==> config.mk <==
export PLATFORM = sky130hd
export DESIGN_NAME = calendar_date_weekday_engine
export DESIGN_NICKNAME = d
export VERILOG_FILES = /design/src/hw/rtl/cdwe_pkg.sv /design/src/hw/rtl/cdwe_ucode_rom.sv /design/src/hw/rtl/calendar_date_weekday_engine.sv
export SDC_FILE = /design/constraint.sdc
export NUM_CORES = 1
export LEC_CHECK = 0
export BUFFER_PORTS_ARGS = -buffer_cell sky130_fd_sc_hd__buf_2
export CORE_UTILIZATION = 30
export CTS_CLUSTER_DIAMETER = 200
export CTS_CLUSTER_SIZE = 25
export DETAILED_ROUTE_END_ITERATION = 7
export PLACE_DENSITY_LB_ADDON = 0.15
export REMOVE_ABC_BUFFERS = 1
export SLEW_MARGIN = 10
export SYNTH_ARGS = -nofsm -noshare
export SYNTH_HDL_FRONTEND = slang
export SYNTH_HIERARCHICAL = 1
export SYNTH_SLANG_ARGS = --single-unit
==> constraint.sdc <==
create_clock -name clk_i -period 3.79 [get_ports clk_i]
set_input_delay 0.379 -clock clk_i [delete_from_list [all_inputs] [get_ports clk_i]]
set_output_delay 0.379 -clock clk_i [all_outputs]
set_load 0.05 [all_outputs]
==> src/hw/rtl/cdwe_pkg.sv <==
// Shared types, constants and calendar helper functions of the calendar date weekday engine.
// Used by cdwe_ucode_rom, calendar_date_weekday_engine and calendar_date_checker; depends on nothing else.
`default_nettype none

package cdwe_pkg;

  // Highest year that counts as valid.
  localparam logic [12:0] YearMax = 13'd4095;

  localparam int StepW = 4;
  typedef logic [StepW-1:0] step_t;

  // Addresses of the steps of the control program.
  localparam step_t StepInit      = 4'd0;
  localparam step_t StepYearTest  = 4'd1;
  localparam step_t StepYearStep  = 4'd2;
  localparam step_t StepMonthInit = 4'd3;
  localparam step_t StepMonthTest = 4'd4;
  localparam step_t StepMonthStep = 4'd5;
  localparam step_t StepDayAdd    = 4'd6;
  localparam step_t StepSetWd     = 4'd7;
  localparam step_t StepAdvance   = 4'd8;
  localparam step_t StepFinishOk  = 4'd9;
  localparam step_t StepFinishBad = 4'd10;

  typedef enum logic [3:0] {
    OpNop,
    OpInit,
    OpYearStep,
    OpMonthInit,
    OpMonthStep,
    OpDayAdd,
    OpSetWd,
    OpAdvance,
    OpFinishOk,
    OpFinishBad
  } op_e;

  typedef enum logic [2:0] {
    CondAlways,
    CondBadFields,
    CondYearDone,
    CondDayOver,
    CondMonthDone,
    CondCountLast
  } cond_e;

  // One control word: the operation, the branch condition and both targets.
  typedef struct packed {
    op_e   op;
    cond_e cond;
    step_t jt;
    step_t jf;
  } ctrl_t;

  // Length of a month; month must be 1 to 12.
  function automatic logic [4:0] days_in(input logic [3:0] month, input logic leap);
    logic [4:0] n;
    begin
      case (month)
        4'd2: begin
          n = leap ? 5'd29 : 5'd28;
        end
        4'd4, 4'd6, 4'd9, 4'd11: begin
          n = 5'd30;
        end
        default: begin
          n = 5'd31;
        end
      endcase
      return n;
    end
  endfunction

  // Remainder by seven of a five-bit value.
  function automatic logic [2:0] mod7(input logic [4:0] v);
    logic [4:0] r;
    begin
      if (v < 5'd7) begin
        r = v;
      end else if (v < 5'd14) begin
        r = v - 5'd7;
      end else if (v < 5'd21) begin
        r = v - 5'd14;
      end else if (v < 5'd28) begin
        r = v - 5'd21;
      end else begin
        r = v - 5'd28;
      end
      return r[2:0];
    end
  endfunction

  // Sum of two residues modulo seven.
  function automatic logic [2:0] add_mod7(input logic [2:0] a, input logic [2:0] b);
    logic [3:0] s;
    begin
      s = {1'b0, a} + {1'b0, b};
      if (s >= 4'd7) begin
        s = s - 4'd7;
      end
      return s[2:0];
    end
  endfunction

endpackage

`default_nettype wire

==> src/hw/rtl/cdwe_ucode_rom.sv <==
// Control store of the calendar date weekday engine: one control word per program step.
// Depends on cdwe_pkg for the control word type and the step addresses.
`default_nettype none

module cdwe_ucode_rom (
  input  cdwe_pkg::step_t pc_i,
  output cdwe_pkg::ctrl_t ctrl_o
);

  always_comb begin
    ctrl_o = '{op: cdwe_pkg::OpNop, cond: cdwe_pkg::CondAlways,
               jt: cdwe_pkg::StepFinishBad, jf: cdwe_pkg::StepFinishBad};
    case (pc_i)
      cdwe_pkg::StepInit: begin
        ctrl_o = '{op: cdwe_pkg::OpInit, cond: cdwe_pkg::CondBadFields,
                   jt: cdwe_pkg::StepFinishBad, jf: cdwe_pkg::StepYearTest};
      end
      cdwe_pkg::StepYearTest: begin
        ctrl_o = '{op: cdwe_pkg::OpNop, cond: cdwe_pkg::CondYearDone,
                   jt: cdwe_pkg::StepMonthInit, jf: cdwe_pkg::StepYearStep};
      end
      cdwe_pkg::StepYearStep: begin
        ctrl_o = '{op: cdwe_pkg::OpYearStep, cond: cdwe_pkg::CondAlways,
                   jt: cdwe_pkg::StepYearTest, jf: cdwe_pkg::StepYearTest};
      end
      cdwe_pkg::StepMonthInit: begin
        ctrl_o = '{op: cdwe_pkg::OpMonthInit, cond: cdwe_pkg::CondDayOver,
                   jt: cdwe_pkg::StepFinishBad, jf: cdwe_pkg::StepMonthTest};
      end
      cdwe_pkg::StepMonthTest: begin
        ctrl_o = '{op: cdwe_pkg::OpNop, cond: cdwe_pkg::CondMonthDone,
                   jt: cdwe_pkg::StepDayAdd, jf: cdwe_pkg::StepMonthStep};
      end
      cdwe_pkg::StepMonthStep: begin
        ctrl_o = '{op: cdwe_pkg::OpMonthStep, cond: cdwe_pkg::CondAlways,
                   jt: cdwe_pkg::StepMonthTest, jf: cdwe_pkg::StepMonthTest};
      end
      cdwe_pkg::StepDayAdd: begin
        ctrl_o = '{op: cdwe_pkg::OpDayAdd, cond: cdwe_pkg::CondAlways,
                   jt: cdwe_pkg::StepSetWd, jf: cdwe_pkg::StepSetWd};
      end
      cdwe_pkg::StepSetWd: begin
        ctrl_o = '{op: cdwe_pkg::OpSetWd, cond: cdwe_pkg::CondAlways,
                   jt: cdwe_pkg::StepAdvance, jf: cdwe_pkg::StepAdvance};
      end
      cdwe_pkg::StepAdvance: begin
        ctrl_o = '{op: cdwe_pkg::OpAdvance, cond: cdwe_pkg::CondCountLast,
                   jt: cdwe_pkg::StepFinishOk, jf: cdwe_pkg::StepAdvance};
      end
      cdwe_pkg::StepFinishOk: begin
        ctrl_o = '{op: cdwe_pkg::OpFinishOk, cond: cdwe_pkg::CondAlways,
                   jt: cdwe_pkg::StepInit, jf: cdwe_pkg::StepInit};
      end
      cdwe_pkg::StepFinishBad: begin
        ctrl_o = '{op: cdwe_pkg::OpFinishBad, cond: cdwe_pkg::CondAlways,
                   jt: cdwe_pkg::StepInit, jf: cdwe_pkg::StepInit};
      end
      default: begin
        ctrl_o = '{op: cdwe_pkg::OpNop, cond: cdwe_pkg::CondAlways,
                   jt: cdwe_pkg::StepFinishBad, jf: cdwe_pkg::StepFinishBad};
      end
    endcase
  end

endmodule

`default_nettype wire

==> src/hw/rtl/calendar_date_weekday_engine.sv <==
// Top level of the calendar date weekday engine: microcoded sequencer and its datapath.
// Depends on cdwe_pkg and on cdwe_ucode_rom, the control store.
//
// Usage. One date word enters on the slave stream (year, month, day) and one result word
// leaves on the master stream. The tuser bit of the result says whether the date exists;
// when it is low every field of tdata is zero. Otherwise tdata carries the following date,
// the weekday (1 for Monday to 7 for Sunday) and the date of the first Monday strictly
// after the input date.
// Operation. A short control program steps a small datapath. The weekday is found by
// walking the years from year 1 and then the months of the input year, each with a test
// step and an update step, keeping the day count modulo seven; the cursor then steps one
// day per cycle to the next Monday (one to seven days). A date with a bad year, month or
// day field is rejected at the first step of the program; one whose day lies past the end
// of its month only once the year walk is done. One date is worked at a time; the year
// loop of the sequencer sets the rate.
// Stalls. The result sits in an output register, so a new date is taken as soon as the
// sequencer is free, even while the receiver holds off the previous result. If that result
// is still waiting when the next one is ready, the sequencer holds on its final step.
// Reset. The asynchronous active-low reset empties the output register and stops the
// sequencer; the block then waits for a date.
`default_nettype none

module calendar_date_weekday_engine (
  input  logic        clk_i,
  input  logic        rst_ni,
  // Date in.
  input  logic        s_axis_tvalid,
  output logic        s_axis_tready,
  input  logic [23:0] s_axis_tdata,   // year[11:0], month[15:12], day[20:16], zero[23:21]
  // Result out.
  output logic        m_axis_tvalid,
  input  logic        m_axis_tready,
  output logic [47:0] m_axis_tdata,   // next_year[12:0], next_month[16:13], next_day[21:17],
                                      // weekday[24:22], monday_year[37:25],
                                      // monday_month[41:38], monday_day[46:42], zero[47]
  output logic        m_axis_tuser    // date_valid
);

  // Sequencer control state.
  logic             busy_q, busy_d;
  cdwe_pkg::step_t  pc_q, pc_d;
  logic             out_valid_q, out_valid_d;
  cdwe_pkg::ctrl_t  ctrl;

  // Input date held for the whole program.
  logic [11:0] year_q, year_d;
  logic [3:0]  month_q, month_d;
  logic [4:0]  day_q, day_d;

  // Year walk: current year with its residues by 100 and by 400 (in centuries).
  logic [11:0] yy_q, yy_d;
  logic [6:0]  mod100_q, mod100_d;
  logic [1:0]  cent_q, cent_d;
  logic [2:0]  w_q, w_d;          // day count modulo seven
  logic [3:0]  k_q, k_d;          // month walk
  logic [2:0]  wd_q, wd_d;        // weekday
  logic [2:0]  cnt_q, cnt_d;      // days left to the next Monday

  // Date cursor stepped day by day towards the next Monday.
  logic [12:0] cy_q, cy_d;
  logic [3:0]  cm_q, cm_d;
  logic [4:0]  cd_q, cd_d;
  logic        first_q, first_d;
  logic [12:0] ny_q, ny_d;
  logic [3:0]  nm_q, nm_d;
  logic [4:0]  nd_q, nd_d;

  // Output register.
  logic [47:0] out_data_q, out_data_d;
  logic        out_user_q, out_user_d;

  // Datapath views.
  logic        leap;
  logic        cond_true;
  logic        finishing;
  logic        stall;
  logic        accept;
  logic        take_out;
  logic [12:0] adv_y;
  logic [3:0]  adv_m;
  logic [4:0]  adv_d;
  logic [4:0]  month_len;

  cdwe_ucode_rom u_rom (
    .pc_i   (pc_q),
    .ctrl_o (ctrl)
  );

  assign s_axis_tready = !busy_q;
  assign accept        = s_axis_tvalid && !busy_q;
  assign take_out      = out_valid_q && m_axis_tready;

  assign m_axis_tvalid = out_valid_q;
  assign m_axis_tdata  = out_data_q;
  assign m_axis_tuser  = out_user_q;

  // The year counters stand still once the walk reaches the input year, so this is then
  // the leap flag of the input year.
  assign leap = ((yy_q[1:0] == 2'b00) && (mod100_q != 7'd0))
             || ((mod100_q == 7'd0) && (cent_q == 2'd0));

  // One day forward from the cursor. The cursor leaves the input year only into January,
  // where the leap flag plays no part.
  always_comb begin
    month_len = cdwe_pkg::days_in(cm_q, leap);
    adv_y     = cy_q;
    adv_m     = cm_q;
    adv_d     = cd_q + 5'd1;
    if (cd_q >= month_len) begin
      adv_d = 5'd1;
      if (cm_q == 4'd12) begin
        adv_m = 4'd1;
        adv_y = cy_q + 13'd1;
      end else begin
        adv_m = cm_q + 4'd1;
      end
    end
  end

  always_comb begin
    case (ctrl.cond)
      cdwe_pkg::CondAlways: begin
        cond_true = 1'b1;
      end
      cdwe_pkg::CondBadFields: begin
        cond_true = (year_q == 12'd0) || ({1'b0, year_q} > cdwe_pkg::YearMax)
                 || (month_q == 4'd0) || (month_q > 4'd12) || (day_q == 5'd0);
      end
      cdwe_pkg::CondYearDone: begin
        cond_true = (yy_q == year_q);
      end
      cdwe_pkg::CondDayOver: begin
        cond_true = (day_q > cdwe_pkg::days_in(month_q, leap));
      end
      cdwe_pkg::CondMonthDone: begin
        cond_true = (k_q == month_q);
      end
      cdwe_pkg::CondCountLast: begin
        cond_true = (cnt_q == 3'd1);
      end
      default: begin
        cond_true = 1'b1;
      end
    endcase
  end

  assign finishing = (ctrl.op == cdwe_pkg::OpFinishOk) || (ctrl.op == cdwe_pkg::OpFinishBad);
  // A finished result waits here while the previous one is still held by the receiver.
  assign stall     = finishing && out_valid_q && !m_axis_tready;

  always_comb begin
    busy_d      = busy_q;
    pc_d        = pc_q;
    out_valid_d = out_valid_q;
    year_d      = year_q;
    month_d     = month_q;
    day_d       = day_q;
    yy_d        = yy_q;
    mod100_d    = mod100_q;
    cent_d      = cent_q;
    w_d         = w_q;
    k_d         = k_q;
    wd_d        = wd_q;
    cnt_d       = cnt_q;
    cy_d        = cy_q;
    cm_d        = cm_q;
    cd_d        = cd_q;
    first_d     = first_q;
    ny_d        = ny_q;
    nm_d        = nm_q;
    nd_d        = nd_q;
    out_data_d  = out_data_q;
    out_user_d  = out_user_q;

    if (take_out) begin
      out_valid_d = 1'b0;
    end

    if (accept) begin
      year_d  = s_axis_tdata[11:0];
      month_d = s_axis_tdata[15:12];
      day_d   = s_axis_tdata[20:16];
      busy_d  = 1'b1;
      pc_d    = cdwe_pkg::StepInit;
    end else if (busy_q && !stall) begin
      pc_d = cond_true ? ctrl.jt : ctrl.jf;
      case (ctrl.op)
        cdwe_pkg::OpInit: begin
          yy_d     = 12'd1;
          mod100_d = 7'd1;
          cent_d   = 2'd0;
          w_d      = 3'd0;
        end
        cdwe_pkg::OpYearStep: begin
          w_d  = cdwe_pkg::add_mod7(w_q, leap ? 3'd2 : 3'd1);
          yy_d = yy_q + 12'd1;
          if (mod100_q == 7'd99) begin
            mod100_d = 7'd0;
            cent_d   = cent_q + 2'd1;
          end else begin
            mod100_d = mod100_q + 7'd1;
          end
        end
        cdwe_pkg::OpMonthInit: begin
          k_d = 4'd1;
        end
        cdwe_pkg::OpMonthStep: begin
          w_d = cdwe_pkg::add_mod7(w_q, cdwe_pkg::mod7(cdwe_pkg::days_in(k_q, leap)));
          k_d = k_q + 4'd1;
        end
        cdwe_pkg::OpDayAdd: begin
          w_d = cdwe_pkg::add_mod7(w_q, cdwe_pkg::mod7(day_q - 5'd1));
        end
        cdwe_pkg::OpSetWd: begin
          // Day zero of the count is a Monday.
          wd_d    = w_q + 3'd1;
          cnt_d   = 3'd7 - w_q;
          cy_d    = {1'b0, year_q};
          cm_d    = month_q;
          cd_d    = day_q;
          first_d = 1'b1;
        end
        cdwe_pkg::OpAdvance: begin
          cy_d    = adv_y;
          cm_d    = adv_m;
          cd_d    = adv_d;
          cnt_d   = cnt_q - 3'd1;
          first_d = 1'b0;
          if (first_q) begin
            ny_d = adv_y;
            nm_d = adv_m;
            nd_d = adv_d;
          end
        end
        cdwe_pkg::OpFinishOk: begin
          out_data_d  = {1'b0, cd_q, cm_q, cy_q, wd_q, nd_q, nm_q, ny_q};
          out_user_d  = 1'b1;
          out_valid_d = 1'b1;
          busy_d      = 1'b0;
        end
        cdwe_pkg::OpFinishBad: begin
          out_data_d  = '0;
          out_user_d  = 1'b0;
          out_valid_d = 1'b1;
          busy_d      = 1'b0;
        end
        default: begin
        end
      endcase
    end
  end

  always_ff @(posedge clk_i or negedge rst_ni) begin
    if (!rst_ni) begin
      busy_q      <= 1'b0;
      pc_q        <= cdwe_pkg::StepInit;
      out_valid_q <= 1'b0;
      first_q     <= 1'b0;
    end else begin
      busy_q      <= busy_d;
      pc_q        <= pc_d;
      out_valid_q <= out_valid_d;
      first_q     <= first_d;
    end
  end

  always_ff @(posedge clk_i) begin
    year_q     <= year_d;
    month_q    <= month_d;
    day_q      <= day_d;
    yy_q       <= yy_d;
    mod100_q   <= mod100_d;
    cent_q     <= cent_d;
    w_q        <= w_d;
    k_q        <= k_d;
    wd_q       <= wd_d;
    cnt_q      <= cnt_d;
    cy_q       <= cy_d;
    cm_q       <= cm_d;
    cd_q       <= cd_d;
    ny_q       <= ny_d;
    nm_q       <= nm_d;
    nd_q       <= nd_d;
    out_data_q <= out_data_d;
    out_user_q <= out_user_d;
  end

`ifndef NO_ASSERTIONS
  // An accepted date always starts the program from its first step.
  a_start: assert property (@(posedge clk_i) disable iff (!rst_ni)
    s_axis_tvalid && s_axis_tready |=> busy_q && (pc_q == cdwe_pkg::StepInit))
    else $error("accepted date did not start the program");

  // The program counter never leaves the written part of the control store.
  a_pc_range: assert property (@(posedge clk_i) disable iff (!rst_ni)
    busy_q |-> (pc_q <= cdwe_pkg::StepFinishBad))
    else $error("program counter out of range");

  // The Monday count is never exhausted while the cursor is still stepping.
  a_cnt: assert property (@(posedge clk_i) disable iff (!rst_ni)
    busy_q && (pc_q == cdwe_pkg::StepAdvance) |-> (cnt_q != 3'd0))
    else $error("day count to Monday ran out");

  // A valid result carries a weekday, an invalid one carries nothing at all.
  a_weekday: assert property (@(posedge clk_i) disable iff (!rst_ni)
    m_axis_tvalid |-> (m_axis_tuser == (m_axis_tdata[24:22] != 3'd0)))
    else $error("weekday does not match the valid flag");

  a_invalid_zero: assert property (@(posedge clk_i) disable iff (!rst_ni)
    m_axis_tvalid && !m_axis_tuser |-> (m_axis_tdata == 48'd0))
    else $error("invalid date with non-zero result fields");
`endif

endmodule

`default_nettype wire

# == Word-level counts from Yosys, hierarchy flattened ==
# Memory sizes are Yosys's and may differ from the RTL's.
# Index checks and enable logic that the tools add are counted.
# totals
romBits,240
mem_count,1
inputBits,28
ff_bits,155
# classes
n_eq_ne,35
addsub,25
bitwise_logic,1
muxes,56
reduce_logical,42
magnitude_cmp,14
# memory_table
name,words,word_bits,read_ports,rd_clocked_by_memory_dff,write_ports,line,rtl
(no name shown),16,15,1,0,0,cdwe_ucode_rom.sv:13,case (pc_i)
# op_table
op,count
one-hot mux 48 bit (2 select lines),1
2-to-1 mux 3 bit,17
== test 4 x 3 -> 1 bit (second input constant),10
== test 4 bit (second input constant),9
subtractor 3 bit (second input constant),11
2-to-1 mux 13 bit,2
one-hot mux 13 bit (2 select lines),1
2-to-1 mux 5 bit,5
one-hot mux 12 bit (2 select lines),1
== test 4 x 2 -> 1 bit (second input constant),5
< comparator 5 bit (second input constant),4
2-to-1 mux 4 bit,5
AND reduction 3 bit,6
one-hot mux 2 bit (2 select lines),4
one-hot mux 4 bit (2 select lines),2
one-hot mux 7 bit (2 select lines),1
adder 13 x 1 -> 13 bit (second input constant),1
adder 12 x 1 -> 12 bit (second input constant),1
== test 12 bit,1
>= comparator 4 x 3 -> 1 bit (second input constant),3
logical NOT 12 bit,1
one-hot mux 3 bit (4 select lines),1
nonzero test 2 bit,6
OR reduction 4 bit,3
42 further kinds,72

# == Longest topological paths before layout ==
# An unclocked memory read counts as a cell.
# depth
ltp_word,21
ltp_mapped,18
depth_no_buf,17

# == Cells and area by module ==
# The synthesis kept the hierarchy.
# by_module_without_submodules
module,n_inst,cells_per_inst,area_each_um2
calendar_date_weekday_engine,1,637,7832.5
cdwe_ucode_rom,1,44,312.8

# == Least setup slack after synthesis ==
# OpenSTA, ideal clock, no wires.
# synth_path
path_type,flip-flop to flip-flop
startpoint,register day_q[0]
endpoint,register w_q[1] (data pin)
path_slack_ns,-0.217
t_arrival_ns,3.743
setup_time_ns,0.264
required_time_ns,3.526
stages_incl_launch_ff,18
path_cell_list,edfxtp_1 -> buf_2 -> inv_1 -> ha_1 -> xor2_1 -> ha_1 -> buf_1 -> nand2b_1 -> a2bb2oi_1 -> o21ai_0 -> xnor2_1 -> fa_1 -> ha_1 -> nor2b_1 -> nor2_1 -> mux2_2 -> a22oi_1 -> o21ai_0
# synth_between
elab_chain_len,13
# synth_lines
item,line,rtl
start: declaration,calendar_date_weekday_engine.sv:48,"logic [4:0] day_q, day_d;"
start signal: assignment,calendar_date_weekday_engine.sv:270,day_q <= day_d;
subtractor 5 x 1 -> 5 bit *,calendar_date_weekday_engine.sv:212,"w_d = cdwe_pkg::add_mod7(w_q, cdwe_pkg::mod7(day_q - 5'd1));"
< comparator 5 bit (tied with other cells),cdwe_pkg.sv:85,end else if (v < 5'd28) begin
2-to-1 mux 3 bit,cdwe_pkg.sv:85,
2-to-1 mux 3 bit,cdwe_pkg.sv:83,end else if (v < 5'd21) begin
2-to-1 mux 3 bit,cdwe_pkg.sv:81,end else if (v < 5'd14) begin
2-to-1 mux 3 bit *,cdwe_pkg.sv:79,if (v < 5'd7) begin
2-to-1 mux 3 bit *,calendar_date_weekday_engine.sv:187,case (ctrl.op)
2-to-1 mux 3 bit *,calendar_date_weekday_engine.sv:185,end else if (busy_q && !stall) begin
2-to-1 mux 3 bit *,calendar_date_weekday_engine.sv:179,if (accept) begin
adder 3 x 3 -> 4 bit *,cdwe_pkg.sv:98,"s = {1'b0, a} + {1'b0, b};"
>= comparator 4 x 3 -> 1 bit or subtractor 3 bit (tied branches),"cdwe_pkg.sv:99, cdwe_pkg.sv:100",
2-to-1 mux 3 bit *,cdwe_pkg.sv:99,if (s >= 4'd7) begin
one-hot mux 3 bit (4 select lines) *,calendar_date_weekday_engine.sv:187,
end signal: assignment,calendar_date_weekday_engine.sv:274,w_q <= w_d;
end: declaration,calendar_date_weekday_engine.sv:54,"logic [2:0] w_q, w_d;"
# Every way passes the cells marked *; elsewhere a longest branch is shown, timed or not. The select of a mux whose other input is x is not followed.
# A chain may end at the register's enable or synchronous reset.

# == Final worst setup path ==
# layout_path
startpoint,register day_q[1]
endpoint,register w_q[1] (data pin)
# Same word-level chain as after synthesis.

==> impl_metrics.json <==
{
  "place_ws_ns": -0.01570,
  "cp_max_fo": 4,
  "drv_slew": 0,
  "synthArstFlopShare_pct": 4.545,
  "core.rowCount": 59,
  "antenna_found_initial": 0,
  "drt_iter0_markers": 345,
  "numCtsBuffers": 17,
  "fin_nets": 860,
  "n_antenna_cell": 0,
  "tritoncts": "built",
  "drc": 0,
  "syn2layout_area_growth_pct": 20.66,
  "drt_wl_total_mm": 17.49,
  "syn_area_mm2": 0.008145,
  "drive_above_1_share_pct": 24.41,
  "design_power_total_mw": 8.210,
  "yosysUniqueCellTypes": 62,
  "period_share_pct": 95.64,
  "syn_inst": 681,
  "synth-seq-cells": 154,
  "fin_ws_ns": 0.1651,
  "power.leakage_nw": 3.706,
  "maxCapViolations": 0,
  "track_usage_pct": 13.09,
  "hold_viol_final": 0,
  "critPathLaunchType": "register",
  "initial_core_util_pct": 30.91,
  "ys_warn_count": 6,
  "routed-via-count": 5374,
  "powerDensity_mw_per_mm2": 835.4,
  "max_freq_mhz": 275.9,
  "max_slew_margin_pct": 54.01,
  "min-delay-path-class": "input pin to register",
  "synth_top_area_share_pct": 54.19,
  "yosysTopAreaCell": "edfxtp_1",
  "cts.sink_count": 154,
  "numPortBuffers": 74,
  "critical_path.cell_chain": "inv_2, ha_4, nor3b_4, xor2_1, buf_4, buf_4, a21oi_1, nor3_1, a21oi_1, ha_2, fa_1, ha_2, nor2b_1, nor2_1, mux2_4, a22oi_2, o21ai_1",
  "grt_max_degree": 50,
  "gr-total-overflow": 0,
  "hpwl_mm": 12.66,
  "synthSimpleGateAreaFrac_pct": 15.85,
  "synth-xor-area-share_pct": 6.344,
  "worst_pin_slew_ns": 0.6862,
  "ctsLongestPathBuffers": 2,
  "die_y_um": 166.8,
  "final_cells": 1134,
  "dr.pass1.iters": 5,
  "clock_latency_ns": 0.42,
  "synth_top_family_by_area": "simple AND/OR/NAND/NOR gates",
  "final.min_clock_period_ns": 3.625,
  "dp_cells": 1094,
  "cp_num_buf_inv": 3,
  "viasPerCell": 4.739,
  "setup_tns_ns": 0,
  "ant_nets": 0,
  "ir_worst_vdd_uv": 323.4,
  "crit_required_ns": 3.95,
  "synthFlopType": "edfxtp_1",
  "synth_fa_ha_area_share_pct": 7.343,
  "synth_mux_area_share_pct": 4.055,
  "gp_congestion": 0.8159,
  "critPathSlowestCell": "fa_1",
  "grt_first_pass_wirelength_mm": 28.70,
  "clock_skew_ns": 0.01140,
  "critical_path.top_delay_family": "adder cells",
  "endpoint_kind": "register",
  "yosysSeqAreaShare_pct": 56.34,
  "pin_count": 79,
  "synth-edff-count": 147,
  "htreeDepth": 4,
  "avgSynthCellArea_um2": 11.96,
  "die-area_mm2": 0.02781,
  "crit_type": "register to register",
  "wl_per_cell_um": 15.42,
  "synthTopCellsByArea": "edfxtp_1, ha_1, xnor2_1, and2_1, mux2_2",
  "coreArea_mm2": 0.02635,
  "synth_compound_area_share_pct": 6.836,
  "cts.clk_slew.worst_paths_ns": 0.07,
  "status": "finished clean",
  "clockRootBuffer": "clkbuf_16",
  "setup_viol": 0,
  "grt_pass1_vias": 5489,
  "max_stage_delay_ns": 0.46,
  "cp.arrival_ns": 3.79,
  "die_w_um": 166.8
}
through the flow:
stage	hold slack [ns]	utilization [%]	instance area, um^2
after floorplan	0.08341	-	8029
after global placement	0.2166	34.35	9052
after detailed placement	0.2194	34.35	9052
after CTS	0.1076	36.71	9676
after global routing	0.1051	37.29	9828
final	0.1276	37.29	9828
timing repair:
| action | CTS | global route |
|---|---|---|
| cloned | 0 | 0 |
| endpoints found under the hold margin | 7 | 0 |
| hold buffers | 1 | 0 |
| buffers inserted | 0 | 7 |
| setup endpoints to repair | 5 | 3 |
| gates resized for setup | 2 | 24 |
| pin swaps | 0 | 8 |
state kept, by name, summed over array words and instances (netlist names):
register / cells
cm_q: 4
month_q: 4
k_q: 4
m_axis_tvalid: 1
cd_q: 5
day_q: 5
cy_q: 13
cnt_q: 3
cent_q: 2
nm_q: 4
busy_q: 1
yy_q: 12
first_q: 1
w_q: 3
year_q: 12
ny_q: 13
wd_q: 3
nd_q: 5
mod100_q: 7
m_axis_tuser: 1
pc_q: 4
m_axis_tdata: 47
cell usage after synthesis, drive strengths merged (4+ instances only):
cell / instances
dfrtp: 7
nor2: 48
nand2b: 9
o22ai: 4
nor3b: 7
xnor2: 37
o21ai: 34
and3: 11
or3: 6
mux2: 21
edfxtp: 147
xor2: 22
nand3: 20
inv: 38
buf: 9
nand4: 10
a22oi: 4
o31ai: 6
a21o: 5
nor4: 7
and2: 49
nand2: 42
a21oi: 22
clkbuf: 13
nor3: 12
mux2i: 9
nor2b: 7
ha: 43
power breakdown:
part / switching (mW) / leakage [nW] / internal [mW]
clock: 0.808 / 0.290 / 0.890
combinational: 2.16 / 1.99 / 1.41
sequential: 0.387 / 1.43 / 2.56
total: 3.35 / 3.71 / 4.86
cells in the final DEF (no fill, tap or decap), drive strengths merged, types with 11 or more instances in the layout:
master and count:
nand2 42, ha 43, xor2 22, nor2 48, buf 107, edfxtp 147, and3 11, o21ai 34
nand3 20, clkbuf 17, a21oi 22, nor3 12, mux2 21, and2 49, xnor2 37, inv 44
area by class of cell:
cell class | count | area [um^2]
well taps | 335 | 419.2
clock inverters | 15 | 177.7
clock buffers | 17 | 425.4
inverters | 38 | 142.6
multi-input cells | 467 | 3417
repair buffers | 108 | 656.9
flip-flops and latches | 154 | 4589
fillers | 2500 | 16530
routing by layer:
metal / vias up / part of all wire (%) / global-route usage [%]
li1: 2657 / - / -
met1: 2600 / 46 / 16.25
met2: 93 / 49 / 22.20
met3: 24 / 2.9 / 2.828
met4: 0 / 2.2 / 5.072
met5: - / 0 / 0
logic make-up (layout without fill, tap and decap cells):
group | after synthesis | in the layout
AO/OA/AOI/OAI | 92 | 92
other | 1 | 1
buffers and inverters | 60 | 178
XOR/XNOR | 59 | 59
multiplexers | 30 | 30
AND/OR/NAND/NOR | 239 | 239
adder cells (fa/ha/maj) | 46 | 46
flip-flops | 154 | 154
path summary, 6_finish.rpt:
path,from,to,slack [ns],cells past startpoint
max,day_q[1],w_q[1],0.17,17
min,s_axis_tdata[11],year_q[11],0.13,1
min in group asynchronous,rst_ni,m_axis_tvalid,0.31,2
min reg2reg,first_q,first_q,0.52,1
max in group asynchronous,rst_ni,first_q,3.32,2
max reg2reg,day_q[1],w_q[1],0.17,17
Note: power is estimated with default switching activity, not from simulation.
